==> config.mk <==
export PLATFORM = sky130hd
export DESIGN_NAME = length_prefixed_session_deframer_unit
export DESIGN_NICKNAME = d
export VERILOG_FILES = /design/src/rtl/lpsd_pkg.sv /design/src/rtl/lpsd_parse.sv /design/src/rtl/lpsd_frame.sv /design/src/rtl/length_prefixed_session_deframer_unit.sv
export SDC_FILE = /design/constraint.sdc
export NUM_CORES = 1
export LEC_CHECK = 0
export BUFFER_PORTS_ARGS = -buffer_cell sky130_fd_sc_hd__clkbuf_2
export CELL_PAD_IN_SITES_DETAIL_PLACEMENT = 2
export CELL_PAD_IN_SITES_GLOBAL_PLACEMENT = 2
export CORE_AREA = 10 10 220 431
export CTS_CLUSTER_DIAMETER = 60
export DETAILED_ROUTE_END_ITERATION = 16
export DIE_AREA = 0 0 230 441
export GPL_ROUTABILITY_DRIVEN = 0
export PLACE_DENSITY_LB_ADDON = 0.2
export SLEW_MARGIN = 10
export SYNTH_ARGS = -nofsm -noshare
export SYNTH_HDL_FRONTEND = slang
export SYNTH_HIERARCHICAL = 1
export SYNTH_SLANG_ARGS = --single-unit
==> constraint.sdc <==
create_clock -name i_clk -period 8.55 [get_ports i_clk]
set_clock_uncertainty 0.2 [all_clocks]
set_input_delay 0.4275 -clock i_clk [delete_from_list [all_inputs] [get_ports i_clk]]
set_output_delay 0.4275 -clock i_clk [all_outputs]
set_load 0.03 [all_outputs]
==> src/rtl/lpsd_pkg.sv <==
package lpsd_pkg;

    localparam int SEQ_W = 64;
    localparam int LEN_W = 16;

    localparam logic [7:0] TYPE_LOGIN = 8'h41;
    localparam logic [7:0] TYPE_SEQ   = 8'h53;
    localparam logic [7:0] TYPE_UNSEQ = 8'h55;

    localparam logic [7:0] CHAR_SPACE = 8'h20;
    localparam logic [7:0] CHAR_ZERO  = 8'h30;
    localparam logic [7:0] CHAR_NINE  = 8'h39;

    // sequence field of a login accepted packet, payload offsets
    localparam int SEQ_FIELD_OFFSET = 10;
    localparam int SEQ_FIELD_SIZE   = 20;
    localparam int SEQ_FIELD_END    = SEQ_FIELD_OFFSET + SEQ_FIELD_SIZE;
    localparam int IDX_W            = $clog2(SEQ_FIELD_END + 1);

    typedef enum logic [1:0] {
        KIND_SEQ   = 2'd0,
        KIND_UNSEQ = 2'd1,
        KIND_EVENT = 2'd2
    } t_kind;

    typedef enum logic [3:0] {
        PH_LEN_HI  = 4'b0001,
        PH_LEN_LO  = 4'b0010,
        PH_TYPE    = 4'b0100,
        PH_PAYLOAD = 4'b1000
    } t_phase;

    typedef enum logic [2:0] {
        PS_SPACES = 3'b001,
        PS_DIGITS = 3'b010,
        PS_DONE   = 3'b100
    } t_pstage;

    typedef struct packed {
        logic       clear;
        logic       take;
        logic [7:0] ch;
    } t_parse_ctl;

    typedef struct packed {
        t_kind            kind;
        logic [7:0]       ptype;
        logic [7:0]       pbyte;
        logic             bvalid;
        logic             first;
        logic             last;
        logic [SEQ_W-1:0] seq;
    } t_result;

    function automatic t_kind kind_of(input logic [7:0] t);
        t_kind k;
        if (t == TYPE_SEQ) begin
            k = KIND_SEQ;
        end else if (t == TYPE_UNSEQ) begin
            k = KIND_UNSEQ;
        end else begin
            k = KIND_EVENT;
        end
        return k;
    endfunction

endpackage

==> src/rtl/lpsd_parse.sv <==
module lpsd_parse (
    input  logic                          i_clk,
    input  logic                          i_rst_n,
    input  lpsd_pkg::t_parse_ctl          i_ctl,
    output logic [lpsd_pkg::SEQ_W-1:0]    o_load_seq
);
    import lpsd_pkg::*;

    t_pstage          r_stage, n_stage;
    logic [SEQ_W-1:0] r_val, n_val;
    logic             r_ovf, n_ovf;

    logic             digit;
    logic             acc;
    logic [SEQ_W+3:0] wide_val;
    logic [SEQ_W+3:0] prod;

    assign digit    = (i_ctl.ch >= CHAR_ZERO) && (i_ctl.ch <= CHAR_NINE);
    assign wide_val = {4'b0, r_val};
    // val*10 + d; anything above bit 63 is an overflow
    assign prod     = (wide_val << 3) + (wide_val << 1)
                      + (SEQ_W+4)'(i_ctl.ch[3:0]);

    always_comb begin
        n_stage = r_stage;
        n_val   = r_val;
        n_ovf   = r_ovf;
        acc     = 1'b0;
        if (i_ctl.clear) begin
            n_stage = PS_SPACES;
            n_val   = '0;
            n_ovf   = 1'b0;
        end else if (i_ctl.take) begin
            case (r_stage)
                PS_SPACES: begin
                    if (i_ctl.ch != CHAR_SPACE) begin
                        if (digit) begin
                            n_stage = PS_DIGITS;
                            acc     = 1'b1;
                        end else begin
                            n_stage = PS_DONE;
                        end
                    end
                end
                PS_DIGITS: begin
                    if (digit) begin
                        acc = 1'b1;
                    end else begin
                        n_stage = PS_DONE;
                    end
                end
                PS_DONE: begin
                    n_stage = PS_DONE;
                end
                default: begin
                    n_stage = PS_DONE;
                end
            endcase
            if (acc && !r_ovf) begin
                if (prod[SEQ_W+3:SEQ_W] != 4'd0) begin
                    n_ovf = 1'b1;
                end else begin
                    n_val = prod[SEQ_W-1:0];
                end
            end
        end
    end

    // value a completed login would load, including the word now taken
    assign o_load_seq = (n_ovf || (n_val == '0)) ? SEQ_W'(1) : n_val;

    always_ff @(posedge i_clk) begin
        if (!i_rst_n) begin
            r_stage <= PS_SPACES;
            r_val   <= '0;
            r_ovf   <= 1'b0;
        end else begin
            r_stage <= n_stage;
            r_val   <= n_val;
            r_ovf   <= n_ovf;
        end
    end

    a_ovf_sticky: assert property (@(posedge i_clk) disable iff (!i_rst_n)
        r_ovf && !i_ctl.clear |=> r_ovf)
        else $error("overflow flag dropped without a clear");

endmodule

==> src/rtl/lpsd_frame.sv <==
module lpsd_frame (
    input  logic                          i_clk,
    input  logic                          i_rst_n,
    input  logic                          i_go,
    input  logic [7:0]                    i_byte,
    input  logic                          i_cfg_we,
    input  logic [lpsd_pkg::SEQ_W-1:0]    i_cfg_data,
    input  logic [lpsd_pkg::SEQ_W-1:0]    i_load_seq,
    output lpsd_pkg::t_parse_ctl          o_pctl,
    output logic                          o_res_valid,
    output lpsd_pkg::t_result             o_res
);
    import lpsd_pkg::*;

    t_phase           r_phase, n_phase;
    logic [7:0]       r_len_hi, n_len_hi;
    logic [LEN_W-1:0] r_left, n_left;
    logic [IDX_W-1:0] r_pidx, n_pidx;
    logic [7:0]       r_type, n_type;
    logic [SEQ_W-1:0] r_next_seq, n_next_seq;
    logic [SEQ_W-1:0] r_cur_seq, n_cur_seq;

    logic [LEN_W-1:0] len;
    logic             last;
    logic             in_field;

    assign len      = {r_len_hi, i_byte};
    assign last     = (r_left <= LEN_W'(1));
    assign in_field = (r_type == TYPE_LOGIN) && (r_pidx >= IDX_W'(SEQ_FIELD_OFFSET))
                      && (r_pidx < IDX_W'(SEQ_FIELD_END));

    assign o_pctl.clear = i_go && (r_phase == PH_TYPE);
    assign o_pctl.take  = i_go && (r_phase == PH_PAYLOAD) && in_field;
    assign o_pctl.ch    = i_byte;

    always_comb begin
        n_phase     = r_phase;
        n_len_hi    = r_len_hi;
        n_left      = r_left;
        n_pidx      = r_pidx;
        n_type      = r_type;
        n_next_seq  = r_next_seq;
        n_cur_seq   = r_cur_seq;
        o_res_valid = 1'b0;
        o_res.kind   = kind_of(r_type);
        o_res.ptype  = r_type;
        o_res.pbyte  = i_byte;
        o_res.bvalid = 1'b1;
        o_res.first  = (r_pidx == '0);
        o_res.last   = last;
        o_res.seq    = (kind_of(r_type) == KIND_SEQ) ? r_cur_seq : '0;
        if (i_go) begin
            case (r_phase)
                PH_LEN_HI: begin
                    n_len_hi = i_byte;
                    n_phase  = PH_LEN_LO;
                end
                PH_LEN_LO: begin
                    if (len == '0) begin
                        n_phase = PH_LEN_HI;
                    end else begin
                        n_left  = len - LEN_W'(1);
                        n_phase = PH_TYPE;
                    end
                end
                PH_TYPE: begin
                    n_type = i_byte;
                    n_pidx = '0;
                    if (i_byte == TYPE_SEQ) begin
                        n_cur_seq  = r_next_seq;
                        n_next_seq = r_next_seq + SEQ_W'(1);
                    end
                    if (r_left == '0) begin
                        n_phase = PH_LEN_HI;
                        // empty event packet: one word without a byte
                        o_res_valid  = (kind_of(i_byte) == KIND_EVENT);
                        o_res.kind   = KIND_EVENT;
                        o_res.ptype  = i_byte;
                        o_res.pbyte  = '0;
                        o_res.bvalid = 1'b0;
                        o_res.first  = 1'b1;
                        o_res.last   = 1'b1;
                        o_res.seq    = '0;
                    end else begin
                        n_phase = PH_PAYLOAD;
                    end
                end
                PH_PAYLOAD: begin
                    o_res_valid = 1'b1;
                    n_pidx = (r_pidx == IDX_W'(SEQ_FIELD_END)) ? r_pidx
                                                             : r_pidx + IDX_W'(1);
                    n_left = last ? '0 : r_left - LEN_W'(1);
                    if (last) begin
                        n_phase = PH_LEN_HI;
                        if ((r_type == TYPE_LOGIN) &&
                            (r_pidx >= IDX_W'(SEQ_FIELD_END - 1))) begin
                            n_next_seq = i_load_seq;
                        end
                    end
                end
                default: begin
                    n_phase = PH_LEN_HI;
                end
            endcase
        end
        if (i_cfg_we) begin
            n_next_seq = i_cfg_data;
        end
    end

    always_ff @(posedge i_clk) begin
        if (!i_rst_n) begin
            r_phase    <= PH_LEN_HI;
            r_len_hi   <= '0;
            r_left     <= '0;
            r_pidx     <= '0;
            r_type     <= '0;
            r_next_seq <= SEQ_W'(1);
            r_cur_seq  <= '0;
        end else begin
            r_phase    <= n_phase;
            r_len_hi   <= n_len_hi;
            r_left     <= n_left;
            r_pidx     <= n_pidx;
            r_type     <= n_type;
            r_next_seq <= n_next_seq;
            r_cur_seq  <= n_cur_seq;
        end
    end

    a_payload_left: assert property (@(posedge i_clk) disable iff (!i_rst_n)
        r_phase == PH_PAYLOAD |-> r_left != '0)
        else $error("payload phase with no bytes left");

    a_empty_event: assert property (@(posedge i_clk) disable iff (!i_rst_n)
        o_res_valid && !o_res.bvalid |-> o_res.first && o_res.last)
        else $error("byteless word not marked first and last");

    a_seq_advance: assert property (@(posedge i_clk) disable iff (!i_rst_n)
        i_go && r_phase == PH_TYPE && i_byte == TYPE_SEQ && !i_cfg_we
        |=> r_next_seq == $past(r_next_seq) + SEQ_W'(1) && r_cur_seq == $past(r_next_seq))
        else $error("sequenced packet did not take and advance the sequence");

endmodule

==> src/rtl/length_prefixed_session_deframer_unit.sv <==
// Channel  Handshake                   Payload
// -------  --------------------------  ------------------------------------------
// in       i_in_valid / o_in_ready     i_data_byte
// out      o_out_valid / i_out_ready   o_kind o_packet_type o_payload_byte
//                                      o_byte_valid o_first_byte o_last_byte
//                                      o_message_sequence
// cfg      i_cfg_we                    i_cfg_data (start sequence)
//
// One word per cycle sustained while the result is not held. A byte waits in the input register,
// then framing and sequence parse update in a single pass into the result register.
// Synchronous active-low reset; next sequence resets to 1, no clearing pass.
// A held result stalls the input stage; the input register still fills if it is empty.
module length_prefixed_session_deframer_unit (
    input  logic                          i_clk,
    input  logic                          i_rst_n,
    input  logic                          i_in_valid,
    output logic                          o_in_ready,
    input  logic [7:0]                    i_data_byte,
    input  logic                          i_cfg_we,
    input  logic [lpsd_pkg::SEQ_W-1:0]    i_cfg_data,
    output logic                          o_out_valid,
    input  logic                          i_out_ready,
    output logic [1:0]                    o_kind,
    output logic [7:0]                    o_packet_type,
    output logic [7:0]                    o_payload_byte,
    output logic                          o_byte_valid,
    output logic                          o_first_byte,
    output logic                          o_last_byte,
    output logic [lpsd_pkg::SEQ_W-1:0]    o_message_sequence
);
    import lpsd_pkg::*;

    logic             r_in_valid;
    logic [7:0]       r_in_byte;
    logic             r_out_valid;
    t_result          r_res;

    logic             go;
    logic             res_valid;
    t_result          res;
    t_parse_ctl       pctl;
    logic [SEQ_W-1:0] load_seq;

    // stage advances when it holds a byte and the result register can take a word
    assign go         = r_in_valid && (!r_out_valid || i_out_ready);
    assign o_in_ready = !r_in_valid || go;

    lpsd_parse u_parse (
        .i_clk      (i_clk),
        .i_rst_n    (i_rst_n),
        .i_ctl      (pctl),
        .o_load_seq (load_seq)
    );

    lpsd_frame u_frame (
        .i_clk       (i_clk),
        .i_rst_n     (i_rst_n),
        .i_go        (go),
        .i_byte      (r_in_byte),
        .i_cfg_we    (i_cfg_we),
        .i_cfg_data  (i_cfg_data),
        .i_load_seq  (load_seq),
        .o_pctl      (pctl),
        .o_res_valid (res_valid),
        .o_res       (res)
    );

    always_ff @(posedge i_clk) begin
        if (!i_rst_n) begin
            r_in_valid  <= 1'b0;
            r_out_valid <= 1'b0;
        end else begin
            if (o_in_ready) begin
                r_in_valid <= i_in_valid;
            end
            if (go) begin
                r_out_valid <= res_valid;
            end else if (i_out_ready) begin
                r_out_valid <= 1'b0;
            end
        end
    end

    always_ff @(posedge i_clk) begin
        if (o_in_ready && i_in_valid) begin
            r_in_byte <= i_data_byte;
        end
        if (go && res_valid) begin
            r_res <= res;
        end
    end

    assign o_out_valid        = r_out_valid;
    assign o_kind             = r_res.kind;
    assign o_packet_type      = r_res.ptype;
    assign o_payload_byte     = r_res.pbyte;
    assign o_byte_valid       = r_res.bvalid;
    assign o_first_byte       = r_res.first;
    assign o_last_byte        = r_res.last;
    assign o_message_sequence = r_res.seq;

endmodule

==> Word level (Yosys, flattened, before mapping) <==
Cells that the tools add are included.
{ "word_totals": {"n_memories": 0, "output_inout_bits": 87, "mem_bits_rw": 0, "mem_bits_ro": 0, "elab_cells": 141, "reg_bits": 332, "latchBits": 0} }
{ "op_classes": {"n_addsub": 6, "n_shift": 0, "multipliers": 0, "n_mux": 49, "n_bitwise": 1, "reduce_logical": 37, "magnitude_cmp": 6, "eq_ne": 22, "div": 0} }
{ "op_table": {"columns": ["cell", "n"], "rows": [
  ["$mux 64", 11],
  ["$mux 85", 3],
  ["$pmux 64 s2", 1],
  ["$add 67x65->68", 1],
  ["$add 68x4->68", 1],
  ["$add 64x1->64 const B", 1],
  ["$logic_not 64->1", 1],
  ["$eq 8x7->1 const B", 5],
  ["$logic_not 16->1", 2],
  ["$mux 16", 2],
  ["$pmux 16 s2", 1],
  ["$sub 16x1->16 const B", 2],
  ["$le 16x1->1 const B", 1],
  ["$pmux 4 s4", 1],
  ["$mux 2", 7],
  ["$mux 1", 12],
  ["$mux 3", 4],
  ["$reduce_and 3->1", 4],
  ["$logic_and 1x1->1", 11],
  ["$pmux 5 s2", 1],
  ["$ge 8x6->1 const B", 1],
  ["$le 8x6->1 const B", 1],
  ["$mux 4", 2],
  ["$ne 8x6->1 const B", 1],
  ["30 further kinds", 44]
]} }

==> Depth between registers and ports, before layout <==
{ "depth": {"word_depth": 19, "mapped_depth": 23, "mapped_depth_nobuf": 21} }

==> Hierarchy <==
The synthesis kept the hierarchy.
{ "modules_own_cells": {"columns": ["mod", "cells_per_inst", "seq_area_each_um2", "instances", "area_each_um2"], "rows": [
  ["lpsd_frame", 1449, 3383.2, 1, 10517.6],
  ["lpsd_parse", 1126, 1361.3, 1, 8331.7],
  ["length_prefixed_session_deframer_unit", 106, 2832.7, 1, 2905.3]
]} }

==> Worst setup path after synthesis <==
OpenSTA, ideal clock, no wires.
{ "synth_path": {"path_type": "register -> register", "startpoint": "register r_out_valid, in the netlist o_out_valid", "endpoint": "register r_res (netlist bit o_byte_valid) (enable)", "setup_time_ps": 529, "slack_ps": 2168, "t_arrival_ps": 5653, "synth_period_minus_slack_ps": 6382, "required_time_ps": 7821, "stages_incl_launch_ff": 11, "path_cell_list": "dfxtp_1 nand2b_4 and2_1 nor2b_1 nand3_1 inv_2 nand4_1 clkbuf_1 o21ai_0 nand2_1 nor2_1"} }
{ "synth_between": {"elab_chain_len": 5} }
{ "synth_lines": {"columns": ["item", "line_no", "rtl"], "rows": [
  ["start, declared", "length_prefixed_session_deframer_unit.sv:35", "logic r_out_valid;"],
  ["start signal, assigned", "length_prefixed_session_deframer_unit.sv:77", "r_out_valid <= res_valid;"],
  ["$logic_not 1->1", "length_prefixed_session_deframer_unit.sv:45", "assign go = r_in_valid && (!r_out_valid || i_out_ready);"],
  ["$logic_or 1x1->1", "length_prefixed_session_deframer_unit.sv:45", null],
  ["$logic_and 1x1->1", "length_prefixed_session_deframer_unit.sv:45", null],
  ["via go", "length_prefixed_session_deframer_unit.sv:38", "logic go;"],
  ["$mux 1", "lpsd_frame.sv:52", "if (i_go) begin"],
  ["via res_valid", "length_prefixed_session_deframer_unit.sv:39", "logic res_valid;"],
  ["$logic_and 1x1->1", "length_prefixed_session_deframer_unit.sv:88", "if (go && res_valid) begin"],
  ["end signal, assigned", "length_prefixed_session_deframer_unit.sv:89", "r_res <= res;"],
  ["end, declared", "length_prefixed_session_deframer_unit.sv:36", "t_result r_res;"]
]} }
The timed path passes the listed nets, and every way through them passes these cells.
A chain may end at the register's enable or synchronous reset.

==> Worst setup path after layout <==
{ "layout_path": {"startpoint": "register r_in_byte[3]", "endpoint": "register u_frame.r_next_seq[0]"} }
{ "layout_between": {"elab_chain_len": 19, "word_cells_on_any_way": 31} }
{ "layout_lines": {"columns": ["item", "line_no", "rtl"], "rows": [
  ["start, declared", "length_prefixed_session_deframer_unit.sv:34", "logic [7:0] r_in_byte;"],
  ["start signal, assigned", "length_prefixed_session_deframer_unit.sv:86", "r_in_byte <= i_data_byte;"],
  ["parallel branches: the longest is 13 deep, another holds $add 68x4->68", null, null],
  ["$mux 64 *", "lpsd_parse.sv:70", "assign o_load_seq = (n_ovf || (n_val == '0)) ? SEQ_W'(1) : n_val;"],
  ["via load_seq[0]", "length_prefixed_session_deframer_unit.sv:42", "logic [SEQ_W-1:0] load_seq;"],
  ["$mux 64 *", "lpsd_frame.sv:95", "if ((r_type == TYPE_LOGIN) &&"],
  ["$mux 64 *", "lpsd_frame.sv:93", "if (last) begin"],
  ["$pmux 64 s2 *", "lpsd_frame.sv:53", "case (r_phase)"],
  ["$mux 64 *", "lpsd_frame.sv:52", null],
  ["$mux 64 *", "lpsd_frame.sv:106", "if (i_cfg_we) begin"],
  ["end signal, assigned", "lpsd_frame.sv:126", "r_next_seq <= n_next_seq;"],
  ["end, declared", "lpsd_frame.sv:20", "logic [SEQ_W-1:0] r_next_seq, n_next_seq;"]
]} }
Mark *: on every way through the listed nets, which the timed path passes. The select of a mux whose other input is x is not followed.

==> impl_metrics.yaml <==
run_status:
  status: "complete, no violations"
floorplanning:
  dieArea_mm2: 0.101
  die_w_um: 230
  coreArea_mm2: 0.0879
  row_count: 154
  die_h_um: 441
  initial_core_util_pct: 24.8
  io_pins: 164
power:
  power.internal_uw: 2520
  switchingPower_uw: 919
  power_density_mw_per_mm2: 137
  power.leakage_uw: 0.00926
  peakVddDrop_mv: 0.127
  switching_share_pct: 26.7
  pwr-share-clk_pct: 45.0
  combPwrFrac_pct: 5.8
  pwr-share-seq_pct: 49.3
final_layout:
  multiInputGateArea_mm2: 0.0133
  layout_commonest_cell: "nand2_1"
  drive_gt1_share_pct: 11.2
  layout_common_cells: "nand2_1, nor2_1, dfxtp_1"
  fin_nets: 2978
  fillers: 10256
  area_growth_syn_to_layout_pct: 15.3
  regArea_mm2: 0.00758
cts:
  cts.sinks: 332
  root_buffer: "clkbuf_16"
  cts_buffers: 34
  cts_buffer_depth: 3
  htreeDepth: 2
  cts_tree: "yes"
  clk_pin_slew_ns: 0.07
  post_cts_resized: 0
  clk_latency_ns: 0.56
route:
  vias: 21687
  wl_um: 110000
  drt_pass1_iterations: 5
  post_drt_wl_per_cell_um: 27.8
  first_iter_violations: 998
  viasPerCell: 5.48
  antenna_left: 0
  drc: 0
setup_path:
  crit_fanout: 35
  cp-end-kind: "flip-flop"
  crit_required_ns: 8.83
  crit_arrival_ns: 7.45
  crit_slowest_cell: "edfxtp_1"
  path_cells: "inv_1 -> fa_1 -> fa_1 -> nor2b_1 -> o21a_1 -> o211ai_1 -> a211o_1 -> and2_1 -> o21ai_0 -> a221oi_1 -> nor4_4 -> buf_4 -> buf_4 -> mux2i_1 -> a31oi_1 -> o41ai_2 -> nor2_1 -> or3_1 -> a32oi_1"
  max_stage_delay_ns: 0.61
  start_kind: "flip-flop"
  r2r_setup_slack_ns: 1.38
  timing_worst_setup_path_type: "flip-flop to flip-flop"
place:
  dp_slack_ns: 1.40
  io_buffers: 163
  dp_hpwl_um: 87400
timing:
  setup_tns_ns: 0
  hold_violations: 0
  relSlewSlack_pct: 25.2
  fmax_mhz: 139
  final_max_slew_viol_count: 0
  finalCritPeriodShare_pct: 83.9
  worst_slack_ns: 1.38
  finalSetupViolCount: 0
  min_period_ns: 7.17
  tightest_slew_ns: 1.12
  grt_setup_unrepaired: "false"
synth:
  synth-edff-count: 93
  synth-main-ff-cell: "dfxtp_1"
  synth_nets: 2898
  synthCells: 2681
  ys_types: 95
  synth-seq-cells: 332
  synth_warnings: 6
  ys_async_sr_fraction_pct: 0
  syn_avg_cell_area_um2: 8.11
  ys_seq_area_share_pct: 34.8
  netlist_area_mm2: 0.0218
hold_path:
  min_path_type: "primary input to flip-flop"
run:
  drv_cap: 0
global_route:
  grt_max_degree: 67
  antenna_found_initial: 1
  grt_use_total_pct: 21.1
  grt_pass1_wl_um: 162000
  overflow: 0
  first_global_vias: 24396
-- worst max-delay path: cells and delay by family, from the launching register on --
family                   cells  cell delay, ns
AO/OA/AOI/OAI                8            2.40
AND/OR/NAND/NOR              5            1.27
buffers and inverters        3            1.12
adder cells (fa/ha/maj)      2            1.05
flip-flops                   1            0.61
multiplexers                 1            0.40
-- cell type report --
type                    count  area share [%]
well taps                1170            5.84
clock buffers              46            3.82
repair buffers            237            5.84
multi-input cells        2110            53.1
flip-flops and latches    332            30.2
inverters                  46           0.698
diodes                      1         0.00998
clock inverters            15           0.464
-- layer usage --
| layer | up-vias | part of all wire, % | routed length, µm | global-route usage (%) |
|---|---|---|---|---|
| met4 | 0 | 7.6 | 8350 | 14.7 |
| met5 | - | 0 | 0 | 0 |
| met2 | 519 | 55 | 61000 | 41.8 |
| li1 | 9958 | - | - | - |
| met1 | 10921 | 34 | 37800 | 20.0 |
| met3 | 289 | 2.6 | 2830 | 1.93 |
-- Yosys cell counts, types with 14 or more instances --
cell      instances  share of area [%]
o211ai_1         20               0.69
nand2b_1         17               0.49
clkbuf_1        164                2.8
nor3b_1          14               0.48
or3_1            17               0.49
edfxtp_1         93                 13
and2_1           89                2.6
a31oi_1          15               0.43
xnor2_1          56                2.3
inv_1            43               0.74
nor3_1          131                3.0
nor4_1           53                1.5
o21ai_0         162                3.7
xor2_1           39                1.6
dfxtp_1         239                 22
nand3_1          65                1.5
nand2_1         307                5.3
mux2i_1          76                3.5
o31ai_1          18               0.62
o21a_1           15               0.52
nand4_1          69                2.0
nor2_1          256                4.4
a21o_1           17               0.59
ha_1            138                7.9
a21oi_1         230                5.3
and3_1           27               0.78
or4_1            24               0.83
a211oi_1         24               0.83
-- stage by stage --
stage               area, µm²  utilization (%)  hold WS (ns)  power, µW  std cells
floorplan               21800                -         0.232       1810       2681
finish                  25100             28.5        0.0221       3440       3957
detailed placement      23600             26.9         0.248       1910       3858
global placement        23600             26.9         0.242       1910       3858
global route            25100             28.5        0.0375       3560       3956
CTS                     25100             28.5       0.00270       3500       3956
-- flip-flops by register name, summed over array words and instances, names as in the netlist --
register,flops
o_first_byte,1
o_payload_byte,8
o_out_valid,1
o_last_byte,1
o_packet_type,8
u_frame/r_next_seq,64
o_kind,2
r_in_byte,8
u_frame/r_type,8
u_parse/r_ovf,1
u_parse/r_val,64
u_frame/r_pidx,5
u_frame/r_phase,4
o_byte_valid,1
u_frame/r_cur_seq,64
o_message_sequence,64
u_frame/r_len_hi,8
r_in_valid,1
u_parse/r_stage,3
u_frame/r_left,16
-- power groups by stage --
stage	Combinational, µW	Sequential, µW	Clock [µW]
2_1_floorplan	119	1690	0
3_3_place_gp	181	1730	0
3_5_place_dp	185	1730	0
4_1_cts	200	1690	1610
5_1_grt	217	1700	1640
6_report	198	1690	1550
-- final timing paths --
| path | end | from | cells after the start |
|---|---|---|---|
| setup / recovery | u_frame/r_next_seq[0]$_SDFFE_PN1P_ | r_in_byte[3]$_DFFE_PP_ | 19 |
| setup reg to reg | u_frame/r_next_seq[0]$_SDFFE_PN1P_ | r_in_byte[3]$_DFFE_PP_ | 19 |
| hold / removal | u_frame/r_next_seq[40]$_SDFFE_PN0P_ | i_cfg_data[40] | 3 |
| hold reg to reg | u_frame/r_cur_seq[43]$_SDFFE_PN0P_ | u_frame/r_cur_seq[43]$_SDFFE_PN0P_ | 2 |
-- logic make-up (layout without fill, tap and decap cells) --
kind of cell | Yosys count | count (layout) | share of synthesized area (%)
fa+ha+maj | 140 | 140 | 8.12
other cells | 0 | 1 | 0
buf+inv | 239 | 344 | 4.39
xor+xnor | 95 | 95 | 3.82
compound gates | 664 | 664 | 19.4
simple gates | 1128 | 1128 | 25.6
mux | 83 | 83 | 3.86
flops | 332 | 332 | 34.8
-- repair_timing --
| item | in CTS | in global routing |
|---|---|---|
| endpoints found under the hold margin | 37 | 0 |
| setup endpoints to repair | 0 | 0 |
| hold buffers | 37 | 0 |
| setup buffers | 0 | 0 |
Note: power is estimated with default switching activity, not from simulation.
